File: src/hdl/sws_pkg.sv
// package for the stopwatch: mode codes, display constants and digit helpers
`timescale 1ns / 1ps

package sws_pkg;

   typedef logic [4:0][3:0] bcd_type;

   localparam logic [1:0] MODE_IDLE  = 2'd0;
   localparam logic [1:0] MODE_COUNT = 2'd1;
   localparam logic [1:0] MODE_SPLIT = 2'd2;

   localparam logic [5:0] LAST_TICK  = 6'd39;
   localparam logic [7:0] POINT_ONLY = 8'h7F;
   localparam logic [7:0] SEG_BLANK  = 8'hFF;

   localparam logic [2:0] CSR_MAX_SECONDS = 3'd0;

   function automatic logic [7:0] seg_of(input logic [3:0] digit);
      logic [7:0] seg;
      unique case (digit)
         4'd0: seg = 8'hC0;
         4'd1: seg = 8'hF9;
         4'd2: seg = 8'hA4;
         4'd3: seg = 8'hB0;
         4'd4: seg = 8'h99;
         4'd5: seg = 8'h92;
         4'd6: seg = 8'h82;
         4'd7: seg = 8'hF8;
         4'd8: seg = 8'h80;
         4'd9: seg = 8'h98;
         default: seg = SEG_BLANK;
      endcase
      return seg;
   endfunction

   function automatic bcd_type bcd_inc(input bcd_type value);
      bcd_type result;
      logic    carry;
      result = value;
      carry  = 1'b1;
      for (int i = 0; i < 5; i++) begin
         if (carry) begin
            if (result[i] == 4'd9) begin
               result[i] = 4'd0;
            end else begin
               result[i] = result[i] + 4'd1;
               carry     = 1'b0;
            end
         end
      end
      return result;
   endfunction

   function automatic logic [2:0] digit_count(input bcd_type value);
      logic [2:0] count;
      priority if (value[4] != 4'd0) count = 3'd5;
      else if (value[3] != 4'd0) count = 3'd4;
      else if (value[2] != 4'd0) count = 3'd3;
      else if (value[1] != 4'd0) count = 3'd2;
      else count = 3'd1;
      return count;
   endfunction

   // slot of the 40-tick cycle, counted from the most significant digit
   function automatic logic [2:0] slot_of(input logic [2:0] count, input logic [5:0] t);
      logic [2:0] slot;
      unique case (count)
         3'd2: slot = (t <= 6'd20) ? 3'd0 : 3'd1;
         3'd3: begin
            priority if (t <= 6'd8) slot = 3'd0;
            else if (t <= 6'd24) slot = 3'd1;
            else slot = 3'd2;
         end
         3'd4: begin
            priority if (t <= 6'd10) slot = 3'd0;
            else if (t <= 6'd20) slot = 3'd1;
            else if (t <= 6'd30) slot = 3'd2;
            else slot = 3'd3;
         end
         3'd5: begin
            priority if (t <= 6'd8) slot = 3'd0;
            else if (t <= 6'd16) slot = 3'd1;
            else if (t <= 6'd24) slot = 3'd2;
            else if (t <= 6'd32) slot = 3'd3;
            else slot = 3'd4;
         end
         default: slot = 3'd0;
      endcase
      return slot;
   endfunction

   function automatic logic [7:0] display_of(input bcd_type value, input logic [5:0] t);
      logic [2:0] count;
      logic [2:0] index;
      count = digit_count(value);
      index = count - 3'd1 - slot_of(count, t);
      return seg_of(value[index]);
   endfunction

endpackage

File: src/hdl/stopwatch_split_seven_segment.sv
// top level of the stopwatch with split capture and multiplexed display
`timescale 1ns / 1ps

// Stopwatch with split capture. Each input transaction is one sample of the
// 40 Hz tick flag and the two button levels; each produces exactly one result
// transaction holding the state after that sample: the active-low segment
// pattern for the digit shown in the current tick slot (the point alone in
// split mode), the counted seconds, the last split and the mode. A sample is
// accepted in every cycle in which the previous result is taken or none is
// held, and its result appears in the output register in the next cycle;
// while a result is stalled the input is stalled too, so throughput is one
// transaction per cycle. The seconds are kept in binary and in a decimal
// shadow count, so the display needs no division.
// max_seconds lies at byte address 0 of the register port (reset 43200).
module stopwatch_split_seven_segment (
   input  logic        clock,
   input  logic        reset,
   input  logic        req_valid,
   output logic        req_stall,
   input  logic        req_tick,
   input  logic        req_button_a,
   input  logic        req_button_b,
   output logic        rsp_valid,
   input  logic        rsp_stall,
   output logic [7:0]  rsp_segments,
   output logic [15:0] rsp_seconds_now,
   output logic [15:0] rsp_split_seconds,
   output logic [1:0]  rsp_mode,
   input  logic        psel,
   input  logic        penable,
   input  logic        pwrite,
   input  logic [2:0]  paddr,
   input  logic [31:0] pwdata,
   output logic [31:0] prdata,
   output logic        pready
);
   import sws_pkg::*;

   logic [15:0]  max_seconds_ff;
   logic [1:0]   mode_ff, mode_in;
   logic [5:0]   ticks_ff, ticks_in;
   logic [15:0]  seconds_ff, seconds_in;
   sws_pkg::bcd_type bcd_ff, bcd_in;
   logic [15:0]  split_ff, split_in;
   logic         last_a_ff, last_b_ff;
   logic         rsp_valid_ff, rsp_valid_in;
   logic [7:0]   rsp_segments_ff;
   logic [15:0]  rsp_seconds_ff;
   logic [15:0]  rsp_split_ff;
   logic [1:0]   rsp_mode_ff;

   logic         accept;
   logic         a_edge, b_edge;
   logic         wrap, advance;

   assign pready    = 1'b1;
   assign prdata    = (paddr == CSR_MAX_SECONDS) ? {16'd0, max_seconds_ff} : 32'd0;

   assign req_stall = rsp_valid_ff && rsp_stall;
   assign accept    = req_valid && !req_stall;

   assign a_edge  = req_button_a && !last_a_ff;
   assign b_edge  = req_button_b && !last_b_ff;
   assign wrap    = ticks_ff >= LAST_TICK;
   assign advance = req_tick && (mode_ff == MODE_COUNT) && wrap
                    && (seconds_ff < max_seconds_ff);

   always_comb begin
      ticks_in   = ticks_ff;
      seconds_in = seconds_ff;
      bcd_in     = bcd_ff;
      split_in   = split_ff;
      mode_in    = mode_ff;
      if (req_tick && (mode_ff != MODE_SPLIT)) begin
         ticks_in = wrap ? 6'd0 : ticks_ff + 6'd1;
      end
      if (advance) begin
         seconds_in = seconds_ff + 16'd1;
         bcd_in     = bcd_inc(bcd_ff);
      end
      unique case (mode_ff)
         MODE_IDLE: begin
            if (a_edge) begin
               mode_in = MODE_COUNT;
            end else if (b_edge) begin
               seconds_in = 16'd0;
               bcd_in     = '0;
            end
         end
         MODE_COUNT: begin
            if (a_edge) begin
               mode_in = MODE_IDLE;
            end else if (b_edge) begin
               split_in = seconds_in;
               mode_in  = MODE_SPLIT;
            end
         end
         default: begin
            if (!req_button_b) mode_in = MODE_IDLE;
         end
      endcase
   end

   assign rsp_valid_in = accept || (rsp_valid_ff && rsp_stall);

   always_ff @(posedge clock) begin
      if (reset) begin
         max_seconds_ff <= 16'd43200;
         mode_ff        <= MODE_IDLE;
         ticks_ff       <= 6'd0;
         seconds_ff     <= 16'd0;
         bcd_ff         <= '0;
         split_ff       <= 16'd0;
         last_a_ff      <= 1'b0;
         last_b_ff      <= 1'b0;
         rsp_valid_ff   <= 1'b0;
      end else begin
         rsp_valid_ff <= rsp_valid_in;
         if (psel && penable && pwrite && pready && (paddr == CSR_MAX_SECONDS)) begin
            max_seconds_ff <= pwdata[15:0];
         end
         if (accept) begin
            mode_ff    <= mode_in;
            ticks_ff   <= ticks_in;
            seconds_ff <= seconds_in;
            bcd_ff     <= bcd_in;
            split_ff   <= split_in;
            last_a_ff  <= req_button_a;
            last_b_ff  <= req_button_b;
         end
      end
   end

   always_ff @(posedge clock) begin
      if (accept) begin
         rsp_segments_ff <= (mode_in == MODE_SPLIT) ? POINT_ONLY
                                                    : display_of(bcd_in, ticks_in);
         rsp_seconds_ff  <= seconds_in;
         rsp_split_ff    <= split_in;
         rsp_mode_ff     <= mode_in;
      end
   end

   assign rsp_valid         = rsp_valid_ff;
   assign rsp_segments      = rsp_segments_ff;
   assign rsp_seconds_now   = rsp_seconds_ff;
   assign rsp_split_seconds = rsp_split_ff;
   assign rsp_mode          = rsp_mode_ff;

   // decimal shadow count tracks the binary count
   assert property (@(posedge clock) disable iff (reset)
      {4'd0, seconds_ff} == 20'(bcd_ff[0]) + 20'(bcd_ff[1]) * 20'd10
         + 20'(bcd_ff[2]) * 20'd100 + 20'(bcd_ff[3]) * 20'd1000
         + 20'(bcd_ff[4]) * 20'd10000)
      else $error("decimal count out of step with seconds");

   assert property (@(posedge clock) disable iff (reset) ticks_ff <= LAST_TICK)
      else $error("subsecond ticks beyond last slot");

   assert property (@(posedge clock) disable iff (reset)
      accept |=> rsp_valid_ff && (rsp_seconds_ff == seconds_ff) && (rsp_mode_ff == mode_ff))
      else $error("result does not reflect updated state");

   assert property (@(posedge clock) disable iff (reset)
      (rsp_valid_ff && (rsp_mode_ff == MODE_SPLIT)) |-> (rsp_segments_ff == POINT_ONLY))
      else $error("split mode shows digits");

endmodule
File: config.mk
export PLATFORM = sky130hd
export DESIGN_NAME = stopwatch_split_seven_segment
export DESIGN_NICKNAME = d
export VERILOG_FILES = /design/src/hdl/sws_pkg.sv /design/src/hdl/stopwatch_split_seven_segment.sv
export SDC_FILE = /design/constraint.sdc
export NUM_CORES = 1
export LEC_CHECK = 0
export BUFFER_PORTS_ARGS = -buffer_cell sky130_fd_sc_hd__buf_2
export CORE_ASPECT_RATIO = 0.6
export CORE_UTILIZATION = 57
export DETAILED_ROUTE_END_ITERATION = 8
export PLACE_DENSITY = 0.81
export SYNTH_ARGS = -nofsm -noshare
export SYNTH_HDL_FRONTEND = slang
export SYNTH_SLANG_ARGS = --single-unit
export TNS_END_PERCENT = 20
File: constraint.sdc
create_clock -name clock -period 5.9 [get_ports clock]
set_input_delay 0.295 -clock clock [delete_from_list [all_inputs] [get_ports clock]]
set_output_delay 0.295 -clock clock [all_outputs]
set_load 0.02 [all_outputs]
Word level (Yosys, flattened, before mapping)
Memory sizes are Yosys's and may differ from the RTL's. A register that Yosys moved wholly into a read port is not among the register bits.
Index checks and enable logic that the tools add are counted.
Cells by class
  multiply operators: 0
  shifts and indexed selects: 0
  bitwise gates (word level): 0
  order comparisons: 10
  divide/modulo/power cells: 0
  reduce and logical (&&, ||, !) cells: 21
  add/sub/neg operators: 9
  muxes and demuxes: 58
  equality and inequality tests: 12
Operator list (count)
  $mux W16: 8
  $mux W20: 4
  $mux W4: 10
  $le A6 B5 Y1 const B: 4
  $mux W3: 8
  $add A4 B1 Y4 const B: 5
  $eq A4 B4 Y1 const B: 5
  $mux W2: 10
  $add A16 B1 Y16 const B: 1
  $lt A16 B16 Y1: 1
  $reduce_bool A4 Y1: 4
  $mux W1: 13
  $bmux W4 S3: 1
  $le A6 B4 Y1 const B: 2
  $mux W6: 2
  $pmux W3 S4: 1
  $logic_and A1 B1 Y1: 11
  $add A6 B1 Y6 const B: 1
  $eq A3 B2 Y1 const B: 2
  $eq A3 B3 Y1 const B: 2
  $ge A6 B6 Y1 const B: 1
  $le A6 B6 Y1 const B: 1
  $lt A3 B4 Y1 const B: 1
  $pmux W2 S2: 1
  other kinds (9): 11
Storage, ports and cells
  latch bits: 0
  output and inout bits: 77
  bits in registers: 121
  memories kept: 1
  bits of input ports: 45
  ROM bits: 112
  word-level logic and storage cells: 128
  RAM bits: 0
Memory list
  (name not given): depth 16, bits a word 7, rd ports 1, clocked after memory_dff 1, write ports 0, line sws_pkg.sv:20  | unique case (digit)

Logic depth before layout (Yosys ltp)
  depth in word-level cells: 28
  mapped depth: 27
  depth with buffers taken out: 25

Worst setup path after synthesis
Ideal clock, no wire load.
  kind: reg2reg
  start point: register max_seconds_ff[14]
  end point: register rsp_segments_ff[4] (netlist: rsp_segments[4]) (data pin)
  path slack: 0.688 ns
  clock period less this slack: 5.212 ns
  data arrival time: 4.947 ns
  buffers on the path: 2
  cell stages (with the launch flop): 28
  library setup time: 0.265 ns
  required time: 5.635 ns
  path through: dfxtp_1 > inv_1 > ha_1 > nand4_1 > or3_4 > o41a_1 > and3_1 > buf_2 > and3_1 > nand4_1 > nand2_1 > nor3_1 > mux2i_1 > a21oi_1 > a21oi_1 > ha_1 > clkbuf_1 > inv_1 > mux2_2 > o2111ai_1 > o21ai_0 > a21oi_1 > nor2_1 > a31oi_1 > ha_1 > inv_1 > a2111oi_0 > o21ai_1
On the way
  word-level cells in the longest chain between the ends: 18
  elaborated cells between the ends (all ways): 25
  classes of those cells: add/sub (2); order compare (1); eq/ne (4); mux (13); reduce/logical (5)
RTL lines
  start: declaration: line stopwatch_split_seven_segment.sv:39  | logic [15:0] max_seconds_ff;
  start signal: assignment: line stopwatch_split_seven_segment.sv:120  | max_seconds_ff <= pwdata[15:0];
  $lt A16 B16 Y1 (*): line stopwatch_split_seven_segment.sv:66  | && (seconds_ff < max_seconds_ff);
  $logic_and A1 B1 Y1 (*): line stopwatch_split_seven_segment.sv:66
  $mux W20 (*): line stopwatch_split_seven_segment.sv:77  | if (advance) begin
  $mux W20: line stopwatch_split_seven_segment.sv:85  | end else if (b_edge) begin
  $mux W20: line stopwatch_split_seven_segment.sv:83  | if (a_edge) begin
  $mux W20 (*): line stopwatch_split_seven_segment.sv:81  | unique case (mode_ff)
  $reduce_bool A4 Y1: line sws_pkg.sv:59  | else if (value[1] != 4'd0) count = 3'd2;
  $mux W2: line sws_pkg.sv:59
  [2 not listed]
  $mux W3: line sws_pkg.sv:56  | priority if (value[4] != 4'd0) count = 3'd5;
  $mux W3: line stopwatch_split_seven_segment.sv:135  | if (accept) begin
  $eq A3 B3 Y1 or $eq A3 B2 Y1 (tied branches): line sws_pkg.sv:67  | unique case (count)
  $pmux W3 S4: line sws_pkg.sv:67
  $mux W3: line stopwatch_split_seven_segment.sv:135
  $sub A3 B3 Y3: line sws_pkg.sv:96  | index = count - 3'd1 - slot_of(count, t);
  $bmux W4 S3 (*): line sws_pkg.sv:97  | return seg_of(value[index]);
  $mux W4 (implied by the code) (*): line sws_pkg.sv:97
  end: declaration: line stopwatch_split_seven_segment.sv:47  | logic [7:0] rsp_segments_ff;
Every way passes the cells marked *; elsewhere a longest branch is shown, timed or not. The select of a mux whose other input is x is not followed.
A chain may end at the register's enable or synchronous reset.

Final worst setup path
  start point: register seconds_ff[14]
  end point: register rsp_segments_ff[2] (netlist: rsp_segments[2]) (data pin)
On the way
  word-level cells in the longest chain between the ends: 18
  elaborated cells between the ends (all ways): 25
  classes of those cells: add/sub (2); order compare (1); eq/ne (4); mux (13); reduce/logical (5)
RTL lines
  start: declaration: line stopwatch_split_seven_segment.sv:42  | logic [15:0] seconds_ff, seconds_in;
  start signal: assignment: line stopwatch_split_seven_segment.sv:125  | seconds_ff <= seconds_in;
  $lt A16 B16 Y1 (*): line stopwatch_split_seven_segment.sv:66
  $logic_and A1 B1 Y1 (*): line stopwatch_split_seven_segment.sv:66
  $mux W20 (*): line stopwatch_split_seven_segment.sv:77
  $mux W20: line stopwatch_split_seven_segment.sv:85
  $mux W20: line stopwatch_split_seven_segment.sv:83
  $mux W20 (*): line stopwatch_split_seven_segment.sv:81
  $reduce_bool A4 Y1: line sws_pkg.sv:59
  $mux W2: line sws_pkg.sv:59
  [2 not listed]
  $mux W3: line sws_pkg.sv:56
  $mux W3: line stopwatch_split_seven_segment.sv:135
  $eq A3 B3 Y1 or $eq A3 B2 Y1 (tied branches): line sws_pkg.sv:67
  $pmux W3 S4: line sws_pkg.sv:67
  $mux W3: line stopwatch_split_seven_segment.sv:135
  $sub A3 B3 Y3: line sws_pkg.sv:96
  $bmux W4 S3 (*): line sws_pkg.sv:97
  $mux W4 (implied by the code) (*): line sws_pkg.sv:97
Marks and branches as above.

==> reports/results.tsv <==
stage	metric	value	unit
floorplanning	design.die.area	0.0127	mm2
cts	root_buffer	clkbuf_16	
detailed_routing	post_drt_wl_per_cell	16.4	um
synth	synth_seq_cells	121	
setup_path	crit_path_end_kind	flop	
cts	cts.path.max_buffers	2	
place	gp_congestion	0.933	
sta	worstMarginPinSlew	1.07	ns
finish	n_antenna_cell	0	
setup_path	critPathMaxFanout	9	
synth	synth_commonest_cells	nand2_1 (139), a21oi_1 (84), dfxtp_1 (79), nor2_1 (78), o21ai_0 (52)	
hold_path	hold_path_depth	2	
sta	max_freq	176	MHz
synth	synth_ff_type	dfxtp_1	
detailed_routing	drt-vias-per-instance	5.82	
setup_path	rr_worst_depth	21	
sta	report.final.slew_viol_count	0	
detailed_routing	dr.first_iter.drc_count	677	
floorplanning	core	0.0116	mm2
sta	setup_viol	0	
floorplanning	start_util	60.2	%
synth	yosysWarningCount	0	
setup_path	cp-start-kind	flop	
finish	layout.cells.non_filler	1088	
outcome	status	complete, no violations	
sta	slew_headroom	28.7	%
cts	cts_tree	yes	
sta	fin_ws	0.217	ns
detailed_routing	antenna_left	0	
synth	avgSynthCellArea	8.24	um2
cts	cts_sinks	121	
finish	area_growth	15.6	%
sta	fin_worst_skew	0.0103	ns
cts	numCtsBuffers	17	
synth	synth_edf_count	42	
cts	cts-htree-levels	4	
global_route	grt_max_degree	88	
global_route	grt_pass1_wl	28200	um
place	place_inst	1055	
sta	hold_viol	0	
global_route	overflow	0	
synth	yosysSeqAreaShare	40.7	%
synth	async_flop_share	0	%
synth	syn_area	0.00698	mm2
synth	synthTopCellsByArea	dfxtp_1 (23%), edfxtp_1 (18%), nand2_1 (7.5%), a21oi_1 (6.0%), nor2_1 (4.2%)	
floorplanning	dieWidth	145	um
synth	syn_inst	847	
synth	synth_top_area_cell	dfxtp_1	
floorplanning	die_h	87.7	um
finish	fin_nets	984	
global_route	grt_antenna_before_repair	0	
setup_path	path_class	reg2reg	
floorplanning	num_rows	30	
power_and_ir_drop	max-vdd-ir-drop	0.204	mV
global_route	grt.total_usage	29.3	%
cts	clk-insertion-delay-late	0.42	ns
synth	yosys.area.top_type_share	22.7	%
place	hpwl	11900	um
hold_path	hold_path_class	in2reg	
cts	path_clk_slew	0.06	ns
flow_run	max_cap_viol_count	0	
cts	cts_hold_buf	0	
global_route	first_global_vias	5536	
finish	drive_gt1_share	17.2	%
sta	rsz0062_at_grt	false	
floorplanning	io_pins	122	
sta	period_needed	5.68	ns
setup_path	critPathArrivalTime	5.84	ns
power_and_ir_drop	power_density	260	mW/mm2
power_and_ir_drop	p_leak	3.20	nW
detailed_routing	drc	0	
setup_path	cp.required	6.06	ns
synth	ys_types	76	
synth	synth_most_common_cell	nand2_1	
place	io_buffers	88	
sta	setup_tns	0	ns
detailed_routing	via_count	6327	
detailed_routing	totalWireLength	17800	um
place	pre_cts_ws	0.149	ns
detailed_routing	first_pass_iters	8	
sta	fin_crit_sh	96.3	%
[placed cells by master (no fill, tap or decap), types with 6 or more instances in the layout]
master / n
a22oi_1: 9
buf_2: 88
edfxtp_1: 42
ha_1: 22
nor3_1: 12
and2_1: 23
a211oi_1: 8
xnor2_1: 13
mux2i_1: 9
buf_4: 10
dfxtp_1: 79
conb_1: 17
a21oi_1: 83
nor2b_1: 12
and3_1: 15
nand2_1: 139
xor2_1: 13
nand3_1: 21
nand2b_1: 7
a211o_1: 9
clkbuf_16: 17
nor2_1: 78
nand4_1: 10
inv_1: 33
o21ai_0: 52
or3_1: 6
[path summary, 6_finish.rpt]
kind / startpoint / slack [ns] / endpoint
worst min register to register: split_ff[1]$_SDFFE_PP0P_ / 0.45 / split_ff[1]$_SDFFE_PP0P_
worst min-delay path: pwdata[7] / 0.07 / max_seconds_ff[7]$_SDFFE_PP1P_
worst max register to register: seconds_ff[14]$_SDFFE_PP0P_ / 0.22 / rsp_segments[2]$_SDFFCE_PN1P_
worst max-delay path: seconds_ff[14]$_SDFFE_PP0P_ / 0.22 / rsp_segments[2]$_SDFFCE_PN1P_
[metal layers]
metal | GRT usage [%] | part of all wire, % | vias to the layer above | wire [um]
met3 | 9.29 | 11 | 28 | 1970
met2 | 40.5 | 39 | 331 | 7020
li1 | - | - | 3070 | -
met4 | 7.18 | 1.1 | 0 | 204
met1 | 43.8 | 48 | 2898 | 8630
met5 | 0 | 0 | - | 0
[through the flow]
stage	utilization, %	power, W	instance area, um2	hold slack, ns
floorplan	-	0.00103	7030	0.413
global placement	64.1	0.00108	7430	0.444
detailed placement	64.1	0.00108	7430	0.451
CTS	69.2	0.00211	8030	0.0663
global route	69.5	0.00216	8070	0.0783
finish	69.5	0.00210	8070	0.0736
[state kept, by name, summed over array words and instances (netlist names)]
name and cells:
rsp_split_seconds 16, bcd_ff 20, mode_ff 2, max_seconds_ff 16, rsp_mode 2, rsp_valid 1, seconds_ff 16, rsp_seconds_now 16
rsp_segments 8, ticks_ff 6, last_b_ff 1, last_a_ff 1, split_ff 16
[worst max-delay path: stages, from the launching register on]
cell	delay, ns
dfxtp_1	0.38
ha_1	0.34
nand4_1	0.15
or3_4	0.45
o41a_1	0.50
and4_2	0.32
o21ai_1	0.18
a21oi_2	0.10
inv_1	0.13
a2bb2o_1	0.29
a21oi_1	0.17
ha_2	0.36
inv_1	0.13
mux2_2	0.34
o2111ai_1	0.17
o21ai_0	0.10
a21oi_1	0.22
nor2_1	0.09
a31oi_2	0.25
ha_1	0.21
inv_1	0.06
o311ai_1	0.47
[final cells by class]
class | count | area, um2
multi-input combinational | 643 | 3790
clock inverter | 15 | 165
sequential | 121 | 2840
inverter | 34 | 128
tap | 160 | 200
timing repair buffer | 98 | 515
fill | 933 | 3530
clock buffer | 17 | 425
[power by group]
group	internal (W)	total (W)	switching, W
clock	0.000629	0.00103	0.000405
combinational	0.0000455	0.000168	0.000122
sequential	0.000885	0.000895	0.0000110
[repair_timing]
| item | CTS | global route |
|---|---|---|
| endpoints found under the setup margin | 0 | 7 |
| hold endpoints to repair | 0 | 0 |
| resized for setup | 0 | 9 |
| buffers inserted | 0 | 1 |
[logic make-up (layout without fill, tap and decap cells)]
group	after synthesis	count (layout)	share of synthesized area, %
other	2	17	0.108
AND/OR/NAND/NOR	353	353	24.2
AO/OA/AOI/OAI	208	208	18.3
adder cells (fa/ha/maj)	24	24	4.41
multiplexers	14	14	2.31
XOR/XNOR	27	27	3.66
buffers and inverters	98	164	6.33
flip-flops	121	121	40.7
(Power assumes the default switching activity.)
